## src/sv/sps_pkg.sv

```systemverilog
// Shared types, codes and helpers for the stepper phase sequencer.
// Used by sps_div and stepper_phase_sequencer_core; no dependencies.
package sps_pkg;

  // Field and datapath widths
  localparam int unsigned PHASE_PINS = 4;
  localparam int unsigned POS_W      = 16;
  localparam int unsigned CFG_W      = 16;
  localparam int unsigned DIV_W      = 26;
  localparam int unsigned DVS_W      = 16;
  localparam int unsigned CNT_W      = $clog2(DIV_W);

  // Microseconds in one minute
  localparam logic [DIV_W-1:0] US_PER_MIN = DIV_W'(60000000);

  // Request codes
  localparam logic [1:0] REQ_TICK = 2'd0;
  localparam logic [1:0] REQ_MOVE = 2'd1;
  localparam logic [1:0] REQ_RUN  = 2'd2;

  // Configuration register indexes
  localparam logic [1:0] CFG_SPR   = 2'd0;
  localparam logic [1:0] CFG_SPEED = 2'd1;
  localparam logic [1:0] CFG_TABLE = 2'd2;

  // Configuration reset values (usual full-step sequence in the table)
  localparam logic [CFG_W-1:0] SPR_RST   = 16'd200;
  localparam logic [CFG_W-1:0] SPEED_RST = 16'd0;
  localparam logic [CFG_W-1:0] TABLE_RST = 16'h9A65;

  typedef struct packed {
    logic [1:0]         req_type;
    logic signed [15:0] step_count;
  } sps_in_t;

  typedef struct packed {
    logic [PHASE_PINS-1:0] phase_pins;
    logic [POS_W-1:0]      position;
    logic                  busy_res;
    logic                  stepped;
  } sps_out_t;

  // Divider request and response
  typedef struct packed {
    logic             start;
    logic [DIV_W-1:0] dividend;
    logic [DVS_W-1:0] divisor;
  } sps_div_req_t;

  typedef struct packed {
    logic             done;
    logic [DIV_W-1:0] quotient;
  } sps_div_rsp_t;

  // Position after one step, wrapping at the revolution size
  function automatic logic [POS_W-1:0] sps_next_pos(input logic [POS_W-1:0] pos,
                                                    input logic [CFG_W-1:0] spr,
                                                    input logic rev);
    logic [POS_W-1:0] inc;
    logic             over;
    inc  = pos + POS_W'(1);
    over = (spr != '0) && (pos >= spr);
    if (!rev) begin
      if ((spr != '0) && (inc >= spr)) begin
        return '0;
      end
      return inc;
    end
    if ((pos == '0) || over) begin
      return spr - CFG_W'(1);
    end
    return pos - POS_W'(1);
  endfunction

  // Coil levels of the phase table row picked by position mod 4
  function automatic logic [PHASE_PINS-1:0] sps_row_pins(input logic [CFG_W-1:0] tbl,
                                                         input logic [1:0] row);
    logic [CFG_W-1:0] sh;
    sh = tbl >> {row, 2'b00};
    return sh[PHASE_PINS-1:0];
  endfunction

endpackage

```

## src/sv/stepper_phase_sequencer_core.sv

```systemverilog
// Four-wire stepper full-step sequencer: command decode, step state, output word.
// Depends on sps_pkg and sps_div.
//
// Usage:
//   Input words (in_valid/in_stall/in_data) are ticks (one per microsecond),
//   move commands (signed step count) or run-forward commands. Every accepted
//   word returns exactly one output word (out_valid/out_stall/out_data) with
//   coil pins, position, busy and a stepped flag.
//   Configuration: cfg_we with cfg_index 0 steps per revolution, 1 speed in
//   rpm, 2 phase table; write only while the block is idle.
// Command flow:
//   A tick, an ignored command or an unknown code needs no divide; its word
//   is in the output register on the next cycle. A move or run command runs
//   two passes through one shared bit-serial divider (minute over steps per
//   revolution, then over speed); input stays stalled until its word is
//   loaded, so no new word is taken while a command is in progress.
// Reset: synchronous, active low; registers but the command and output payload
//   go to their reset values, the coils are all low and the position is zero.
// Stall: a finished word waits in the output register; the next input word
//   is taken only once that register is free or being drained.
module stepper_phase_sequencer_core
  import sps_pkg::*;
(
  input  logic             clk,
  input  logic             rst_n,
  input  logic             in_valid,
  output logic             in_stall,
  input  sps_in_t          in_data,
  output logic             out_valid,
  input  logic             out_stall,
  output sps_out_t         out_data,
  input  logic             cfg_we,
  input  logic [1:0]       cfg_index,
  input  logic [CFG_W-1:0] cfg_wdata
);

  typedef enum logic [3:0] {
    S_IDLE = 4'b0001,
    S_DIV1 = 4'b0010,
    S_DIV2 = 4'b0100,
    S_FIN  = 4'b1000
  } sps_state_t;

  sps_state_t state_r, state_nxt;

  logic [CFG_W-1:0] spr_r, speed_r, tbl_r;

  logic [POS_W-1:0]      pos_r, pos_nxt;
  logic [POS_W-1:0]      rem_r, rem_nxt;
  logic                  rev_r, rev_nxt;
  logic                  run_r, run_nxt;
  logic [DIV_W-1:0]      delay_r, delay_nxt;
  logic [DIV_W-1:0]      dc_r, dc_nxt;
  logic [PHASE_PINS-1:0] pins_r, pins_nxt;

  logic [1:0]       cmd_type_r, cmd_type_nxt;
  logic [POS_W-1:0] cmd_cnt_r, cmd_cnt_nxt;

  logic     out_valid_r, out_valid_nxt;
  sps_out_t out_data_r, out_data_nxt;

  sps_div_req_t div_req;
  sps_div_rsp_t div_rsp;

  logic             in_accept, out_free, is_cmd, cmd_ok;
  logic             take_step, load_out, stepped;
  logic [DIV_W-1:0] dc_dec;
  logic [POS_W-1:0] pos_step;

  assign out_free  = !out_valid_r || !out_stall;
  assign in_stall  = !((state_r == S_IDLE) && out_free);
  assign in_accept = in_valid && !in_stall;
  assign is_cmd    = (in_data.req_type == REQ_MOVE) || (in_data.req_type == REQ_RUN);
  assign cmd_ok    = (speed_r != '0) && (spr_r != '0);
  assign dc_dec    = (dc_r != '0) ? dc_r - DIV_W'(1) : dc_r;

  sps_div u_div (
    .clk   (clk),
    .rst_n (rst_n),
    .req   (div_req),
    .rsp   (div_rsp)
  );

  // Configuration registers
  always_ff @(posedge clk) begin
    if (!rst_n) begin
      spr_r   <= SPR_RST;
      speed_r <= SPEED_RST;
      tbl_r   <= TABLE_RST;
    end else if (cfg_we) begin
      case (cfg_index)
        CFG_SPR:   spr_r   <= cfg_wdata;
        CFG_SPEED: speed_r <= cfg_wdata;
        CFG_TABLE: tbl_r   <= cfg_wdata;
        default: ;
      endcase
    end
  end

  // Sequencer: decode words, drive the divider, apply steps
  always_comb begin
    state_nxt    = state_r;
    rem_nxt      = rem_r;
    rev_nxt      = rev_r;
    run_nxt      = run_r;
    delay_nxt    = delay_r;
    dc_nxt       = dc_r;
    cmd_type_nxt = cmd_type_r;
    cmd_cnt_nxt  = cmd_cnt_r;
    take_step    = 1'b0;
    load_out     = 1'b0;
    div_req      = '0;
    case (state_r)
      S_IDLE: begin
        if (in_accept) begin
          if (is_cmd && cmd_ok) begin
            cmd_type_nxt     = in_data.req_type;
            cmd_cnt_nxt      = in_data.step_count;
            div_req.start    = 1'b1;
            div_req.dividend = US_PER_MIN;
            div_req.divisor  = spr_r;
            state_nxt        = S_DIV1;
          end else begin
            load_out = 1'b1;
            if (in_data.req_type == REQ_TICK) begin
              dc_nxt = dc_dec;
              if ((dc_dec == '0) && (run_r || (rem_r != '0))) begin
                if (speed_r == '0) begin
                  run_nxt = 1'b0;
                  rem_nxt = '0;
                end else begin
                  take_step = 1'b1;
                  if (!run_r) begin
                    rem_nxt = rem_r - POS_W'(1);
                  end
                end
              end
            end
          end
        end
      end
      S_DIV1: begin
        if (div_rsp.done) begin
          div_req.start    = 1'b1;
          div_req.dividend = div_rsp.quotient;
          div_req.divisor  = speed_r;
          state_nxt        = S_DIV2;
        end
      end
      S_DIV2: begin
        if (div_rsp.done) begin
          delay_nxt = div_rsp.quotient;
          state_nxt = S_FIN;
        end
      end
      S_FIN: begin
        if (out_free) begin
          load_out  = 1'b1;
          state_nxt = S_IDLE;
          dc_nxt    = '0;
          if (cmd_type_r == REQ_RUN) begin
            run_nxt   = 1'b1;
            rev_nxt   = 1'b0;
            rem_nxt   = '0;
            take_step = 1'b1;
          end else begin
            run_nxt = 1'b0;
            rev_nxt = cmd_cnt_r[POS_W-1];
            if (cmd_cnt_r == '0) begin
              rem_nxt = '0;
            end else begin
              take_step = 1'b1;
              // magnitude minus one: ~x for negative, x - 1 for positive
              rem_nxt = cmd_cnt_r[POS_W-1] ? ~cmd_cnt_r : cmd_cnt_r - POS_W'(1);
            end
          end
        end
      end
      default: begin
        state_nxt = S_IDLE;
      end
    endcase
  end

  // Step: advance position, pick the coil row, reload the delay
  assign pos_step = sps_next_pos(pos_r, spr_r, rev_nxt);
  assign pos_nxt  = take_step ? pos_step : pos_r;
  assign pins_nxt = take_step ? sps_row_pins(tbl_r, pos_step[1:0]) : pins_r;
  assign stepped  = take_step;

  // Output register: load on each finished word, drop when taken
  always_comb begin
    out_valid_nxt = out_valid_r;
    out_data_nxt  = out_data_r;
    if (load_out) begin
      out_valid_nxt           = 1'b1;
      out_data_nxt.phase_pins = pins_nxt;
      out_data_nxt.position   = pos_nxt;
      out_data_nxt.busy_res   = run_nxt || (rem_nxt != '0) ||
                                ((take_step ? delay_r : dc_nxt) != '0);
      out_data_nxt.stepped    = stepped;
    end else if (!out_stall) begin
      out_valid_nxt = 1'b0;
    end
  end

  always_ff @(posedge clk) begin
    if (!rst_n) begin
      state_r     <= S_IDLE;
      pos_r       <= '0;
      rem_r       <= '0;
      rev_r       <= 1'b0;
      run_r       <= 1'b0;
      delay_r     <= '0;
      dc_r        <= '0;
      pins_r      <= '0;
      out_valid_r <= 1'b0;
    end else begin
      state_r     <= state_nxt;
      pos_r       <= pos_nxt;
      rem_r       <= rem_nxt;
      rev_r       <= rev_nxt;
      run_r       <= run_nxt;
      delay_r     <= delay_nxt;
      dc_r        <= take_step ? delay_r : dc_nxt;
      pins_r      <= pins_nxt;
      out_valid_r <= out_valid_nxt;
    end
  end

  // Command and output payload hold without reset
  always_ff @(posedge clk) begin
    cmd_type_r <= cmd_type_nxt;
    cmd_cnt_r  <= cmd_cnt_nxt;
    out_data_r <= out_data_nxt;
  end

  assign out_valid = out_valid_r;
  assign out_data  = out_data_r;

  // A divider result only shows up while a command waits for it
  a_div_done_in_cmd: assert property (@(posedge clk) disable iff (!rst_n)
    div_rsp.done |-> ((state_r == S_DIV1) || (state_r == S_DIV2)))
    else $error("divider finished outside a command");

  // A word that needs no divide is presented on the next cycle
  a_tick_result: assert property (@(posedge clk) disable iff (!rst_n)
    (in_accept && !(is_cmd && cmd_ok)) |=> (out_valid && (state_r == S_IDLE)))
    else $error("direct word did not reach the output");

  // A command that finishes its divides leaves one output word behind
  a_cmd_result: assert property (@(posedge clk) disable iff (!rst_n)
    ((state_r == S_FIN) && out_free) |=> (out_valid && (state_r == S_IDLE)))
    else $error("command result was not loaded");

endmodule

```

## src/sv/sps_div.sv

```systemverilog
// Restoring divider, one quotient bit per cycle, for the step delay.
// Depends on sps_pkg for widths and the request/response structs.
module sps_div
  import sps_pkg::*;
(
  input  logic         clk,
  input  logic         rst_n,
  input  sps_div_req_t req,
  output sps_div_rsp_t rsp
);

  logic             busy_r, busy_nxt;
  logic             done_r, done_nxt;
  logic [CNT_W-1:0] cnt_r, cnt_nxt;
  logic [DVS_W-1:0] rem_r, rem_nxt;
  logic [DIV_W-1:0] quo_r, quo_nxt;
  logic [DVS_W-1:0] dvs_r, dvs_nxt;
  logic [DVS_W+1:0] diff;
  logic             ge;

  // Trial subtract of the divisor from the shifted remainder
  assign diff = {1'b0, rem_r, quo_r[DIV_W-1]} - {2'b00, dvs_r};
  assign ge   = !diff[DVS_W+1];

  always_comb begin
    busy_nxt = busy_r;
    done_nxt = 1'b0;
    cnt_nxt  = cnt_r;
    rem_nxt  = rem_r;
    quo_nxt  = quo_r;
    dvs_nxt  = dvs_r;
    if (req.start) begin
      busy_nxt = 1'b1;
      cnt_nxt  = '0;
      rem_nxt  = '0;
      quo_nxt  = req.dividend;
      dvs_nxt  = req.divisor;
    end else if (busy_r) begin
      rem_nxt = ge ? diff[DVS_W-1:0] : {rem_r[DVS_W-2:0], quo_r[DIV_W-1]};
      quo_nxt = {quo_r[DIV_W-2:0], ge};
      cnt_nxt = cnt_r + CNT_W'(1);
      if (cnt_r == CNT_W'(DIV_W - 1)) begin
        busy_nxt = 1'b0;
        done_nxt = 1'b1;
      end
    end
  end

  always_ff @(posedge clk) begin
    if (!rst_n) begin
      busy_r <= 1'b0;
      done_r <= 1'b0;
      cnt_r  <= '0;
    end else begin
      busy_r <= busy_nxt;
      done_r <= done_nxt;
      cnt_r  <= cnt_nxt;
    end
  end

  // Datapath holds without reset
  always_ff @(posedge clk) begin
    rem_r <= rem_nxt;
    quo_r <= quo_nxt;
    dvs_r <= dvs_nxt;
  end

  assign rsp.done     = done_r;
  assign rsp.quotient = quo_r;

endmodule
```

## config.mk

```make
export PLATFORM = sky130hd
export DESIGN_NAME = stepper_phase_sequencer_core
export DESIGN_NICKNAME = d
export VERILOG_FILES = /design/src/sv/sps_pkg.sv /design/src/sv/stepper_phase_sequencer_core.sv /design/src/sv/sps_div.sv
export SDC_FILE = /design/constraint.sdc
export NUM_CORES = 1
export LEC_CHECK = 0
export BUFFER_PORTS_ARGS = -buffer_cell sky130_fd_sc_hd__buf_4
export CAP_MARGIN = 20
export CELL_PAD_IN_SITES_DETAIL_PLACEMENT = 1
export CELL_PAD_IN_SITES_GLOBAL_PLACEMENT = 1
export CORE_MARGIN = 5
export CORE_UTILIZATION = 40
export DETAILED_ROUTE_END_ITERATION = 8
export GPL_TIMING_DRIVEN = 0
export PLACE_DENSITY = 0.69
export SETUP_SLACK_MARGIN = 0.4
export SYNTH_ARGS = -nofsm -noshare
export SYNTH_HDL_FRONTEND = slang
export SYNTH_HIERARCHICAL = 1
export SYNTH_SLANG_ARGS = --single-unit
```

## constraint.sdc

```tcl
create_clock -name clk -period 4.5 [get_ports clk]
set_input_delay 0.9 -clock clk [delete_from_list [all_inputs] [get_ports clk]]
set_output_delay 0.9 -clock clk [all_outputs]
set_load 0.03 [all_outputs]
```

-- Word-level counts from Yosys, hierarchy flattened
Cells that the tools add are included.
W data, S select, Z words.
- word-level logic and storage cells: 167
- input bits: 41
- output and inout bits: 24
- bits in registers: 248
- equality and inequality tests: 17
- magnitude comparators: 2
- reductions and logical operators: 39
- bitwise logic cells: 3
- shifts and indexed selects: 1
- mux-type cells: 73
- $add $sub $neg: 8
- operator list (cell ; number):
    $mux W16 ; 18
    $mux W26 ; 8
    $mux W43 ; 3
    $pmux W43 S2 ; 1
    $reduce_bool A16 Y1 ; 4
    $sub A16 B1 Y16 const B ; 4
    $pmux W26 S2 ; 1
    $reduce_bool A26 Y1 ; 2
    $logic_not A16 Y1 ; 3
    $ge A16 B16 Y1 ; 2
    $pmux W16 S2 ; 1
    $mux W1 ; 31
    $logic_not A26 Y1 ; 1
    $sub A26 B1 Y26 const B ; 1
    $mux W4 ; 6
    $sub A17 B16 Y18 ; 1
    $add A16 B1 Y16 const B ; 1
    $not A16 Y16 ; 1
    $pmux W4 S4 ; 1
    $shr A16 B4 Y4 ; 1
    $reduce_and A2 Y1 ; 5
    $ne A2 B1 Y1 const B ; 4
    $logic_and A1 B1 Y1 ; 7
    $eq A2 B2 Y1 const B ; 3
    19 further kinds ; 33

-- Longest topological paths before layout
Gate-level depths: netlist (run 1).
- depth in word-level cells: 12
- gate-level depth with buffers: 21
- mapped depth without buffers: 18

-- Cells and area by module
Netlist (run 1), hierarchy kept.
- modules (own cells, without submodules) (module ; area each (sq um) ; cells each ; instances ; seq. area each (sq um)):
    stepper_phase_sequencer_core ; 11243.3 ; 1406 ; 1 ; 4063.9
    sps_div ; 3518.4 ; 315 ; 1 ; 1721.7

-- Least setup slack after synthesis (run 1)
OpenSTA, ideal clock, no wires.
- path kind: register to register
- start point: reg spr_r[5]
- end point: reg out_data_r (netlist bit out_data[14]) (data pin)
- clock period less this slack: 4652 ps
- path buffers: 5
- arrival time: 4398 ps
- cell stages (with the launch flop): 19
- library setup time: 254 ps
- path slack: -152 ps
- data required time: 4246 ps
- path through: dfxtp_1 > clkbuf_1 > or4_1 > or3_1 > or3_1 > clkbuf_1 > a32o_1 > a31oi_4 > buf_2 > clkbuf_1 > nor2_1 > a21oi_1 > ha_1 > clkbuf_1 > inv_1 > nor4_1 > xnor2_1 > a221o_1 > o21a_1
- cells in the longest elaborated chain, start to end: 10
- elaborated cells on any way between the ends: 22
- those cells by class: add/sub (1); order compare (2); mux (13); reduce/logical (6)
- ends and longest elaborated chain (element ; RTL line ; RTL):
    start, declared ; stepper_phase_sequencer_core.sv:46 ; logic [CFG_W-1:0] spr_r, speed_r, tbl_r;
    start signal, assigned ; stepper_phase_sequencer_core.sv:92 ; CFG_SPR: spr_r <= cfg_wdata;
    $ge A16 B16 Y1 / $reduce_bool A16 Y1 (equally long branches) ; sps_pkg.sv:64, sps_pkg.sv:62, stepper_phase_sequencer_core.sv:74 ;
    $logic_and A1 B1 Y1 ; sps_pkg.sv:64 ; if ((spr != '0) && (inc >= spr)) begin
    $mux W1 ; sps_pkg.sv:64 ;
    $mux W1 ; sps_pkg.sv:63 ; if (!rev) begin
    $mux W16 ; sps_pkg.sv:67 ; return inc;
    $mux W16 ; sps_pkg.sv:63 ;
    $mux W16 ; sps_pkg.sv:69 ; if ((pos == '0) || over) begin
    $mux W16 ; sps_pkg.sv:72 ; return pos - POS_W'(1);
    $mux W16 ; sps_pkg.sv:69 ;
    $mux W16 (*) ; stepper_phase_sequencer_core.sv:187 ; assign pos_nxt = take_step ? pos_step : pos_r;
    net pos_nxt[12] ; stepper_phase_sequencer_core.sv:48 ; logic [POS_W-1:0] pos_r, pos_nxt;
    end signal, assigned ; stepper_phase_sequencer_core.sv:235 ; out_data_r <= out_data_nxt;
    end, declared ; stepper_phase_sequencer_core.sv:60 ; sps_out_t out_data_r, out_data_nxt;
The timed path passes the listed nets; every way through them passes the cells marked *. The select of a mux whose other input is x is not followed.
A chain may end at the register's enable or synchronous reset.

-- Final worst setup path (run 1)
- start point: reg spr_r[5]
- end point: reg pins_r[0]
- cells in the longest elaborated chain, start to end: 11
- elaborated cells on any way between the ends: 22
- those cells by class: order compare (2); shift (1); mux (13); reduce/logical (6)
- ends and longest elaborated chain (element ; RTL line ; RTL):
    $ge A16 B16 Y1 / $reduce_bool A16 Y1 (equally long branches) ; sps_pkg.sv:64, sps_pkg.sv:62, stepper_phase_sequencer_core.sv:74 ;
    $logic_and A1 B1 Y1 ; sps_pkg.sv:64 ;
    $mux W1 ; sps_pkg.sv:64 ;
    $mux W1 ; sps_pkg.sv:63 ;
    $mux W16 ; sps_pkg.sv:67 ;
    $mux W16 ; sps_pkg.sv:63 ;
    $mux W16 ; sps_pkg.sv:69 ;
    $mux W16 ; sps_pkg.sv:72 ;
    $mux W16 ; sps_pkg.sv:69 ;
    $shr A16 B4 Y4 ; sps_pkg.sv:79 ; sh = tbl >> {row, 2'b00};
    $mux W4 (*) ; stepper_phase_sequencer_core.sv:188 ; assign pins_nxt = take_step ? sps_row_pins(tbl_r, pos_step[1:0]) : pins_r;
    net pins_nxt[0] ; stepper_phase_sequencer_core.sv:54 ; logic [PHASE_PINS-1:0] pins_r, pins_nxt;
    end signal, assigned ; stepper_phase_sequencer_core.sv:226 ; pins_r <= pins_nxt;
    end, declared ; stepper_phase_sequencer_core.sv:54 ;
Marks and branches as above.

==> results.md, run 1 <==
- R2r setup slk: 0.21 ns
- DR vias: about 14,000
- Worst reg2reg endpoint: pins_r[0]
- Min-Delay Path Depth: 2
- DR DRC count: 0
- Total I/O pin count: 65
- Worst path cell trace: buf_8, or4_4, or3_4, or3_4, buf_8, a32o_2, a31oi_4, buf_8, clkbuf_16, buf_4, a21oi_4, ha_4, nor2_4, a21oi_4, mux4_2, mux2_4, and2_1
- Dominant synthesized flop cell: dfxtp_1
- Final std cells w/o fill: roughly 2,400
- Final WL: 54.4 mm
- Final HPWL DP: 39.1 mm
- Setup CP Type: reg2reg
- Die area: 40,800 um2
- Clk buf depth: 3
- Warnings, synthesis: 6
- CP dominant cell by count: buf_8
- Pin count of the biggest net entering global routing: 28
- Core area: 36,500 um2
- CTS tree: yes
- Worst-Margin Slew: approximately 0.99 ns
- First drt pass iteration count: 5
- Peak supply drop: approximately 0.00072 V
- Die Ht: between 200 and 250 um
- Initial DRC count: 1,022
- Startpoint types: flip-flop
- Syn_nets: 1,821
- Register area share after synthesis: 39.2%
- Worst Hold Class: reg2reg
- Initial core utilization: approximately two fifths
- Vias per cell: between 6 and 7
- Gr ovfl total: 0
- R2r worst-path depth: 17
- Root Buffer: clkbuf_16
- Top sig layer: met4
- Yosys reg bits: about 250
- Clock Skews: about 0.015 ns
- WP data required: around 5 ns
- Status: finished, final reports clean
- Hold Path End: tbl_r[13]
- GRT Util Overall: between 20% and 30%
- Max-slew violations: 0
- Synthesized area: between 10,000 and 15,000 um2
- Routed met1 length: 24.3 mm
- Unrepaired setup endpoints after global routing: yes
- Met2 Routed Length: 25.4 mm
- Layout area overhead: 23.5%
- Critical Path AT: 4.76 ns
- Final net count: ~2,000
- Slew HR: about 34%
- Tmin final: 4.29 ns
- CP max stage cell: or4_4
- Fin. Hold Viols: 0
- DIE WIDTH: between 200 and 250 um
- Final Util: between 40 and 50%
- Number of global-route vias before repair: between 10,000 and 15,000
- Rows: 70
- Initial antenna violation count: 0
- Final ANT Viol Nets: 0
- Layout cells sized above 1: 20.3%
- CP peak stage delay: about 0.53 ns
- H-tree levels: 1
- EDFF count, synth: 82
- IO Port Bufs: 64
- Kind of end point of the critical path: flip-flop
- Mean Syn Cell Area: 8.58 um2
- Period utilization: 95.4%
- Synthesized netlist cell count: around 1,700
- Leak pwr: between 0.007 and 0.008 uW
- Critical Path Fanout Max: 5
- # setup viols final: 0
- Clock transition at path regs: roughly 0.06 ns
- First-pass GRT wire length: 83.5 mm
- Number of distinct library cells after synthesis: slightly below 100
- Fin area: about 18,000 um2
- Cells after DPL: approximately 2,300
- Gp weighted congestion: about 0.9
- RR Startpoint: spr_r[5]
- CTS Hold Buffers Added: 0
- Wire per inst: ~23 um
- Pwr Density: ~670 nW/um2
- Met3 wire len: roughly 2.8 mm
- CTS Sinks: between 200 and 250
- Achievable Freq: around 230 MHz
- MaxCap Viol Count: 0
- Antenna Cells: 0
- CTS buffer count: 29
- Ys async rst share: 0%
- Clock Latency Late Sink: between 0.5 and 0.6 ns
- Hold path startpoint: tbl_r[13]
- Area after DPL: 16,000 um2
worst max-delay path: cells and delay by family, from the launching register on:
family	cells	cell delay, ns
DFF	1	0.32
buffers and inverters	5	0.62
adders and majority gates	1	0.27
AOI/OAI and AO/OA	4	0.81
and+or+nand+nor	5	1.47
muxes	2	0.67
flip-flops by register name, indices dropped and copies added (netlist names), 2 cells and up:
register / flops
u_div/dvs_r: 16
spr_r: 16
out_data: 22
pos_r: 16
u_div/quo_r: 26
u_div/cnt_r: 5
speed_r: 16
cmd_cnt_r: 16
dc_r: 26
delay_r: 26
state_r: 4
u_div/rem_r: 16
pins_r: 4
cmd_type_r: 2
tbl_r: 16
rem_r: 16
cell type report:
class | count | area [um2]
buffer | 112 | 678
clock buffer | 40 | 850
clock inverter | 14 | 161
fill | 4227 | 18300
inverter | 64 | 251
multi-input combinational | 1297 | 8840
sequential | 248 | 5800
tap | 468 | 586
timing repair buffer | 132 | 1060
Yosys cell counts, types with 7 or more instances:
library cell	n	area, um2
mux2_2	33	372
edfxtp_1	82	2460
o21ai_0	71	355
and3_1	17	106
o211a_1	7	70.1
a211oi_1	9	67.6
nand2_1	241	905
xnor2_1	36	315
o21a_1	18	135
a31oi_1	15	93.8
dfxtp_1	166	3320
a21o_1	23	173
nand2b_1	12	75.1
mux2i_1	10	100
xor2_1	24	210
buf_2	11	55.1
o22ai_1	10	62.6
clkbuf_1	90	338
nand4_1	21	131
nor2_1	107	402
and2_1	45	282
a21oi_1	155	776
or3_1	20	125
buf_6	8	90.1
a22o_1	18	158
nor3_1	35	175
a311oi_1	10	87.6
ha_1	58	726
o21ai_1	10	50.1
nor2b_1	12	75.1
o31a_1	7	61.3
o211ai_1	15	113
or2_2	7	43.8
nand3_1	58	290
or4_1	11	82.6
nor4_1	48	300
inv_1	63	236
o31ai_1	8	60.1
metal layers:
layer  vias up  GRT usage, %
met4         0          7.47
met2       414          41.8
met5         -             0
li1       6645             -
met3       116          3.59
met1      7108          34.6
metrics by stage:
step / worst slack, ns / TNS (ns) / hold slack (ns) / power, uW
finish: 0.209 / 0 / 0.457 / 12200
detailed placement: -0.854 / -34.29 / 0.450 / 8800
global placement: -0.761 / -28.87 / 0.443 / 8710
CTS: 0.165 / 0 / 0.459 / 11500
global route: 0.0958 / 0 / 0.480 / 12800
floorplan: 0.348 / 0 / 0.433 / 7060
placed cells by master (no fill, tap or decap), types with 44 or more instances in the layout:
cell type | synthesis | final
clkbuf_1 | 90 | 71
o21ai_0 | 71 | 56
a21oi_1 | 155 | 149
buf_4 | 1 | 123
dfxtp_1 | 166 | 157
inv_1 | 63 | 60
and2_1 | 45 | 44
edfxtp_1 | 82 | 82
nand2_1 | 241 | 240
nand3_1 | 58 | 51
nor2_1 | 107 | 99
ha_1 | 58 | 56
timing repair:
action	4_1_cts	5_1_grt
endpoints found under the setup margin	111	105
gates resized for setup	95	118
setup buffers	36	27
gates cloned	0	0
pin swaps	36	53
how the worst max path moves through the flow:
stage                    from            to  slack (ns)  cells past startpoint
detailed placement   dc_r[15]   out_data[1]       -0.85                     14
global placement    out_stall   out_data[1]       -0.76                     14
floorplan            spr_r[5]  out_data[14]        0.35                     18
CTS                   dc_r[7]   out_data[1]        0.17                     15
finish               spr_r[5]     pins_r[0]        0.21                     17
global route          dc_r[0]   out_data[1]         0.1                     14
logic make-up after synthesis:
logic type,synth area share (%)
buffers and inverters,5.01
XOR/XNOR,3.56
AND/OR/NAND/NOR,23.0
multiplexers,3.81
flip-flops,39.2
adder cells (fa/ha/maj),5.05
AO/OA/AOI/OAI,20.4
power breakdown:
part,internal [uW],switching (uW),total (uW)
clock,1490,1020,2510
sequential,2640,264,2900
combinational,2400,4380,6770
total,6530,5660,12200
No activity file was read; power rests on OpenSTA's default activity.
==> run 2: changes to the inputs <==
--- a/config.mk
+++ b/config.mk
@@ -11,6 +11,7 @@
 export CELL_PAD_IN_SITES_GLOBAL_PLACEMENT = 1
 export CORE_MARGIN = 5
 export CORE_UTILIZATION = 40
+export CTS_BUF_LIST = sky130_fd_sc_hd__clkbuf_8
 export DETAILED_ROUTE_END_ITERATION = 8
 export GPL_TIMING_DRIVEN = 0
 export PLACE_DENSITY = 0.69
==> run 2 against run 1 <==
  * Global-route usage is 0.29 points higher
  * Fmax is 1.6% lower
  * Critical path depth is 2 higher
  * Critical endpoint is now pos_r[4]
==> results.md, run 2 (synthesis results as in run 1) <==
- R2r worst-path depth: 19 (+2)
- Setup CP Type: reg2reg
- IO Port Bufs: 64 (unchanged)
- Hold path startpoint: tbl_r[4]
- Buffer and inverter count on the worst path: 5 (unchanged)
- Layout area overhead: 22.4%
- Largest regs: dc_r x26, delay_r x26, u_div/quo_r x26
- Unrepaired setup endpoints after global routing: yes
- Top delay family on crit path: simple AND/OR/NAND/NOR gates
- Commonest non-fill, non-tap cell in the layout: nand2_1
- Layout cells sized above 1: 20.3% (-0.025 points)
- Wire per inst: 22.9 um (about the same)
- MaxCap Viol Count: 0 (unchanged)
- Commonest non-fill, non-tap cells in the layout: nand2_1, dfxtp_1, a21oi_1, buf_4, nor2_1
- Total power: 12,700 uW (+4.4%)
- Clock Latency Late Sink: 0.61 ns (+0.03 ns)
- Critical Path AT: 4.85 ns (+0.09 ns)
- Initial core utilization: 40.4% (unchanged)
- Tmin final: 4.36 ns (+0.0685 ns)
- Die Ht: 202 um (unchanged)
- Final WL: 55.1 mm (+1.3%)
- H-tree levels: 2 (+1)
- Achievable Freq: 229 MHz (-1.6%)
- CTS buffer count: 46 (+59%)
- First-pass GRT wire length: 83.8 mm (+0.44%)
- Pin count of the biggest net entering global routing: 28 (unchanged)
- CTS Hold Buffers Added: 0 (unchanged)
- Worst Hold Class: reg2reg
- Clock Skews: 0.0223 ns (+0.00752 ns)
- R2r setup slk: 0.14 ns (-0.07 ns)
- Die area: 40,800 um2 (unchanged)
- Number of global-route vias before repair: 14,720 (+1.4%)
- Final worst slack: 0.140 ns (-0.0685 ns)
- WP data required: 4.99 ns (+0.02 ns)
- Pre-CTS WS: -0.854 ns (unchanged)
- RR Startpoint: spr_r[2]
- GRT Util Overall: 25.6% (+0.29 points)
- Gr ovfl total: 0 (unchanged)
- # setup viols final: 0 (unchanged)
- CTS tree: yes
- CTS Sinks: 248 (unchanged)
- CP dominant cell by count: or3_4
- Hold Path End: tbl_r[4]
- Final ANT Viol Nets: 0 (unchanged)
- Rows: 70 (unchanged)
- Leak pwr: 0.00721 uW (+0.37%)
- Gp weighted congestion: 0.900 (unchanged)
- Period utilization: 96.9% (+1.5 points)
- Final net count: 2,002 (+0.91%)
- Worst-Margin Slew: 0.985 ns (-0.00462 ns)
- Min-Delay Path Depth: 2 (unchanged)
- Pwr Density: 704 nW/um2 (+5.3%)
- Clock transition at path regs: 0.06 ns (about the same)
- Total I/O pin count: 65 (unchanged)
- DR DRC count: 0 (unchanged)
- Final hold slack: 0.457 ns (+0.000571 ns)
- Slew HR: 34.3% (+0.31 points)
- Core area: 36,500 um2 (unchanged)
- Final HPWL DP: 39.1 mm (unchanged)
- Root Buffer: clkbuf_8
- Antenna Cells: 0 (unchanged)
- Fin. Hold Viols: 0 (unchanged)
- CP peak stage delay: 0.46 ns (-0.07 ns)
- Vias per cell: 6.00 (-0.17%)
- Clk buf depth: 3 (unchanged)
- DR vias: 14,451 (+1.2%)
- Startpoint types: flip-flop
- CP max stage cell: or3_4
- DIE WIDTH: 202 um (unchanged)
- Max-slew violations: 0 (unchanged)
- Worst path cell trace: or3_4, or3_4, or3_4, buf_8, a32o_2, a31oi_4, buf_8, clkbuf_16, nor2_4, a21oi_4, ha_4, buf_8, inv_8, or3_4, xor2_1, a21oi_1, a22oi_1, o21ai_1, and2_1
- Layout fillers: 4,278 (+1.2%)
- Worst reg2reg endpoint: pos_r[4]
- Peak supply drop: 0.000814 V (+13%)
- Initial DRC count: 1,019 (-0.29%)
- Status: finished, final reports clean
- Initial antenna violation count: 1 (+1)
- First drt pass iteration count: 5 (unchanged)
- Critical Path Fanout Max: 6 (+1)
- Kind of end point of the critical path: flip-flop
run 2: changes by cell type in the layout (fill, tap and decap cells not counted), sizes merged:
cell	delta
buf	+3
clkinv	+5
inv	+13
bufinv	-2
clkbuf	+13
run 2: area by class of cell:
class / instances / area (um2) / share of cell area, %
multi-input cells: 1297 / 8780 / 48.6
flip-flops and latches: 248 / 5800 / 32.1
repair buffers: 133 / 1080 / 5.96
clock buffers: 55 / 757 / 4.19
plain buffers: 112 / 669 / 3.70
well taps: 468 / 586 / 3.24
inverters: 64 / 251 / 1.39
clock inverters: 30 / 151 / 0.838
run 2: routing by layer:
layer	global-route usage, %	vias to the layer above	wire [um]
met4	8.71	2	1880
met5	0	-	12
met3	4.68	146	2910
met2	41.9	421	25800
met1	34.2	7180	24500
li1	-	6702	-
run 2: worst max path at each step:
stage / start / end / slack [ns] / cells past startpoint
2_1_floorplan: spr_r[5] / out_data[14] / 0.35 / 18
3_3_place_gp: out_stall / out_data[1] / -0.76 / 14
3_5_place_dp: dc_r[15] / out_data[1] / -0.85 / 14
4_1_cts: dc_r[7] / out_data[1] / 0.17 / 15
5_1_grt: spr_r[5] / pos_r[4] / 0.06 / 20
6_report: spr_r[2] / pos_r[4] / 0.14 / 19
run 2: per-stage QoR:
stage / area [um2] / utilization, % / setup TNS, ns / std cells
CTS: 17500 / 47.9 / 0 / 2379
detailed placement: 16000 / 43.7 / -34.29 / 2258
floorplan: 14800 / - / 0 / 1721
global placement: 15900 / 43.5 / -28.87 / 2253
global route: 18100 / 49.5 / 0 / 2407
finish: 18100 / 49.5 / 0 / 2407
run 2: worst reg2reg max path, delay by kind of cell, from the launching register on:
kind	cells	cell delay, ns
compound gates	6	1.06
xor+xnor	1	0.23
fa+ha+maj	1	0.16
buf+inv	5	0.55
flops	1	0.42
simple gates	6	1.82
run 2: report_power, final:
group | internal [uW] | switching [uW] | leakage, uW
clock network | 1160 | 1010 | 0.000523
logic | 2660 | 4950 | 0.00458
registers | 2660 | 278 | 0.00211
run 2: what timing repair did:
item / in CTS / in global routing
setup endpoints to repair: 111 / 103
gates resized for setup: 91 / 101
pin swaps: 33 / 48
buffers inserted: 36 / 28
==> run 3: changes to the inputs <==
--- a/config.mk
+++ b/config.mk
@@ -7,14 +7,12 @@
 export LEC_CHECK = 0
 export BUFFER_PORTS_ARGS = -buffer_cell sky130_fd_sc_hd__buf_4
 export CAP_MARGIN = 20
-export CELL_PAD_IN_SITES_DETAIL_PLACEMENT = 1
-export CELL_PAD_IN_SITES_GLOBAL_PLACEMENT = 1
 export CORE_MARGIN = 5
 export CORE_UTILIZATION = 40
 export CTS_BUF_LIST = sky130_fd_sc_hd__clkbuf_8
 export DETAILED_ROUTE_END_ITERATION = 8
 export GPL_TIMING_DRIVEN = 0
-export PLACE_DENSITY = 0.69
+export PLACE_DENSITY = 0.55
 export SETUP_SLACK_MARGIN = 0.4
 export SYNTH_ARGS = -nofsm -noshare
 export SYNTH_HDL_FRONTEND = slang
==> run 3 against run 2 <==
  * Routed wire length fell by 10%
  * Worst setup slack improved by 0.21 ns
  * Global-route usage fell by 2.5 points
  * Final cell count fell by 0.29%
  * Sequential power barely moved
  * Count of clock-buffer cells in the layout fell by 4
  * Hold slack got worse by 0.0014 ns
  * Clock power fell by 2%
  * Fmax rose by 5.1%
  * Die area did not move
  * Critical path type unchanged
  * Critical endpoint is now out_data[1]
  * Highest routed layer is now met4
==> results.md, run 3 (synthesis results as in run 1) <==
- Status: finished, final reports clean
- Fin. Hold Viols: 0 (unchanged)
- Initial core utilization: 40.4% (unchanged)
- Worst path cell trace: or4_4, or4_4, buf_6, o21a_1, a311o_1, nor4_4, buf_4, nand4_4, and2_4, clkinvlp_4, buf_12, nand3_1, a21oi_2, and4_1, nand4_1
- Layout fillers: 3,503 (-18%)
- Critical Path AT: 4.45 ns (-0.40 ns)
- MaxCap Viol Count: 0 (unchanged)
- Unrepaired setup endpoints after global routing: yes
- Leak pwr: 0.00718 uW (-0.46%)
- Core area: 36,500 um2 (unchanged)
- Peak supply drop: 0.000912 V (+12%)
- Root Buffer: clkbuf_8
- Final net count: 1,997 (-0.25%)
- CTS Hold Buffers Added: 0 (unchanged)
- Commonest non-fill, non-tap cell in the layout: nand2_1
- Final ANT Viol Nets: 0 (unchanged)
- Final HPWL DP: 35.9 mm (-8.2%)
- Period utilization: 92.2% (-4.7 points)
- Initial antenna violation count: 0 (-1)
- Multi-input gate area: 8790 um2 (+0.19%)
- First drt pass iteration count: 6 (+1)
- CTS buffer count: 44 (-4.3%)
- Number of global-route vias before repair: 13,428 (-8.8%)
- Commonest non-fill, non-tap cells in the layout: nand2_1, dfxtp_1, a21oi_1, buf_4, nor2_1
- Vias per cell: 5.82 (-3.1%)
- Layout area overhead: 22.2%
- Gp weighted congestion: 0.941 (+4.6%)
- CTS Sinks: 248 (unchanged)
- Tmin final: 4.15 ns (-0.212 ns)
- Worst-Margin Slew: 0.858 ns (-0.127 ns)
- CTS tree: yes
- WP data required: 4.81 ns (-0.18 ns)
- Reg area: 5810 um2 (+0.22%)
- Pin count of the biggest net entering global routing: 28 (unchanged)
- H-tree levels: 2 (unchanged)
- Initial DRC count: 1,181 (+16%)
- DR vias: 13,963 (-3.4%)
- Clk buf depth: 3 (unchanged)
- IO Port Bufs: 64 (unchanged)
- Clock Latency Late Sink: 0.61 ns (about the same)
- Final hold slack: 0.456 ns (-0.00137 ns)
- Largest regs: dc_r x26, delay_r x26, u_div/quo_r x26
- Final WL: 49.4 mm (-10%)
- Total I/O pin count: 65 (unchanged)
- DR DRC count: 0 (unchanged)
- Startpoint types: flip-flop
- Worst Hold Class: reg2reg
- Final std cells w/o fill: 2,400 (-0.29%)
- Clock Skews: 0.0359 ns (+0.0136 ns)
- Antenna Cells: 0 (unchanged)
- Slew HR: 42.6% (+8.3 points)
- Layout cells sized above 1: 20.5% (+0.28 points)
- Die area: 40,800 um2 (unchanged)
- Pwr Density: 683 nW/um2 (-3.0%)
- CP dominant cell by count: or4_4
- Final Util: 49.4% (-0.092 points)
- DIE WIDTH: 202 um (unchanged)
- First-pass GRT wire length: 75.8 mm (-9.6%)
- Setup CP Type: reg2reg
- GRT Util Overall: 23.0% (-2.5 points)
- Max-slew violations: 0 (unchanged)
- Clock transition at path regs: 0.06 ns (about the same)
- Critical Path Fanout Max: 10 (+4)
- CP max stage cell: or4_4
- CP peak stage delay: 0.56 ns (+0.10 ns)
- Cells after DPL: 2,257 (-0.044%)
- Setup TNS: 0 ns (unchanged)
- # setup viols final: 0 (unchanged)
- Kind of end point of the critical path: flip-flop
- Gr ovfl total: 0 (unchanged)
- Achievable Freq: 241 MHz (+5.1%)
- Rows: 70 (unchanged)
- Wire per inst: 20.6 um (-10%)
- Die Ht: 202 um (unchanged)
==> run 3: timing repair <==
action / in CTS / in global routing
endpoints found under the setup margin: 118 / 73
setup buffers: 41 / 20
gates resized for setup: 100 / 98
pin swaps: 41 / 44
cloned: 0 / 0
==> run 3: worst paths after layout <==
path / slack [ns] / cells after the start / startpoint / to
worst min-delay path: 0.46 / 2 / tbl_r[4] / tbl_r[4]
worst max register to register: 0.35 / 15 / dc_r[13] / out_data[1]
worst min register to register: 0.46 / 2 / tbl_r[4] / tbl_r[4]
worst max-delay path: 0.35 / 15 / dc_r[13] / out_data[1]
==> run 3: metrics by stage <==
| step | setup slack [ns] | total power (uW) | instance area [um2] |
|---|---|---|---|
| finish | 0.352 | 12300 | 18000 |
| global route | 0.236 | 13000 | 18000 |
| CTS | 0.257 | 11300 | 17500 |
| detailed placement | -0.730 | 8690 | 15900 |
| global placement | -0.744 | 8720 | 15900 |
| floorplan | 0.348 | 7060 | 14800 |
==> run 3: layout make-up <==
cell class	count	area share [%]
multi-input cells	1297	48.8
clock buffers	51	3.89
well taps	468	3.25
repair buffers	130	5.81
plain buffers	112	3.70
inverters	64	1.39
clock inverters	30	0.971
flip-flops and latches	248	32.2
==> run 3: worst max-delay path, delay by kind of cell (launching register included) <==
family	cells	cell delay, ns
compound gates	3	0.71
buf+inv	4	0.60
flops	1	0.37
simple gates	8	2.14
==> run 3: where the power goes <==
part / internal (uW) / total (uW) / leakage, uW / switching [uW]
Sequential: 2650 / 2920 / 0.00211 / 276
Combinational: 2720 / 7260 / 0.00456 / 4540
Clock: 1140 / 2130 / 0.000508 / 987
==> run 3: per-layer routing <==
metal	vias up	routed length, um	part of all wire [%]	GRT usage, %
met1	6642	22200	45	31.3
met2	516	22400	45	36.8
met3	120	3060	6.2	3.66
li1	6685	-	-	-
met4	0	1680	3.4	9.14
met5	-	0	0	0
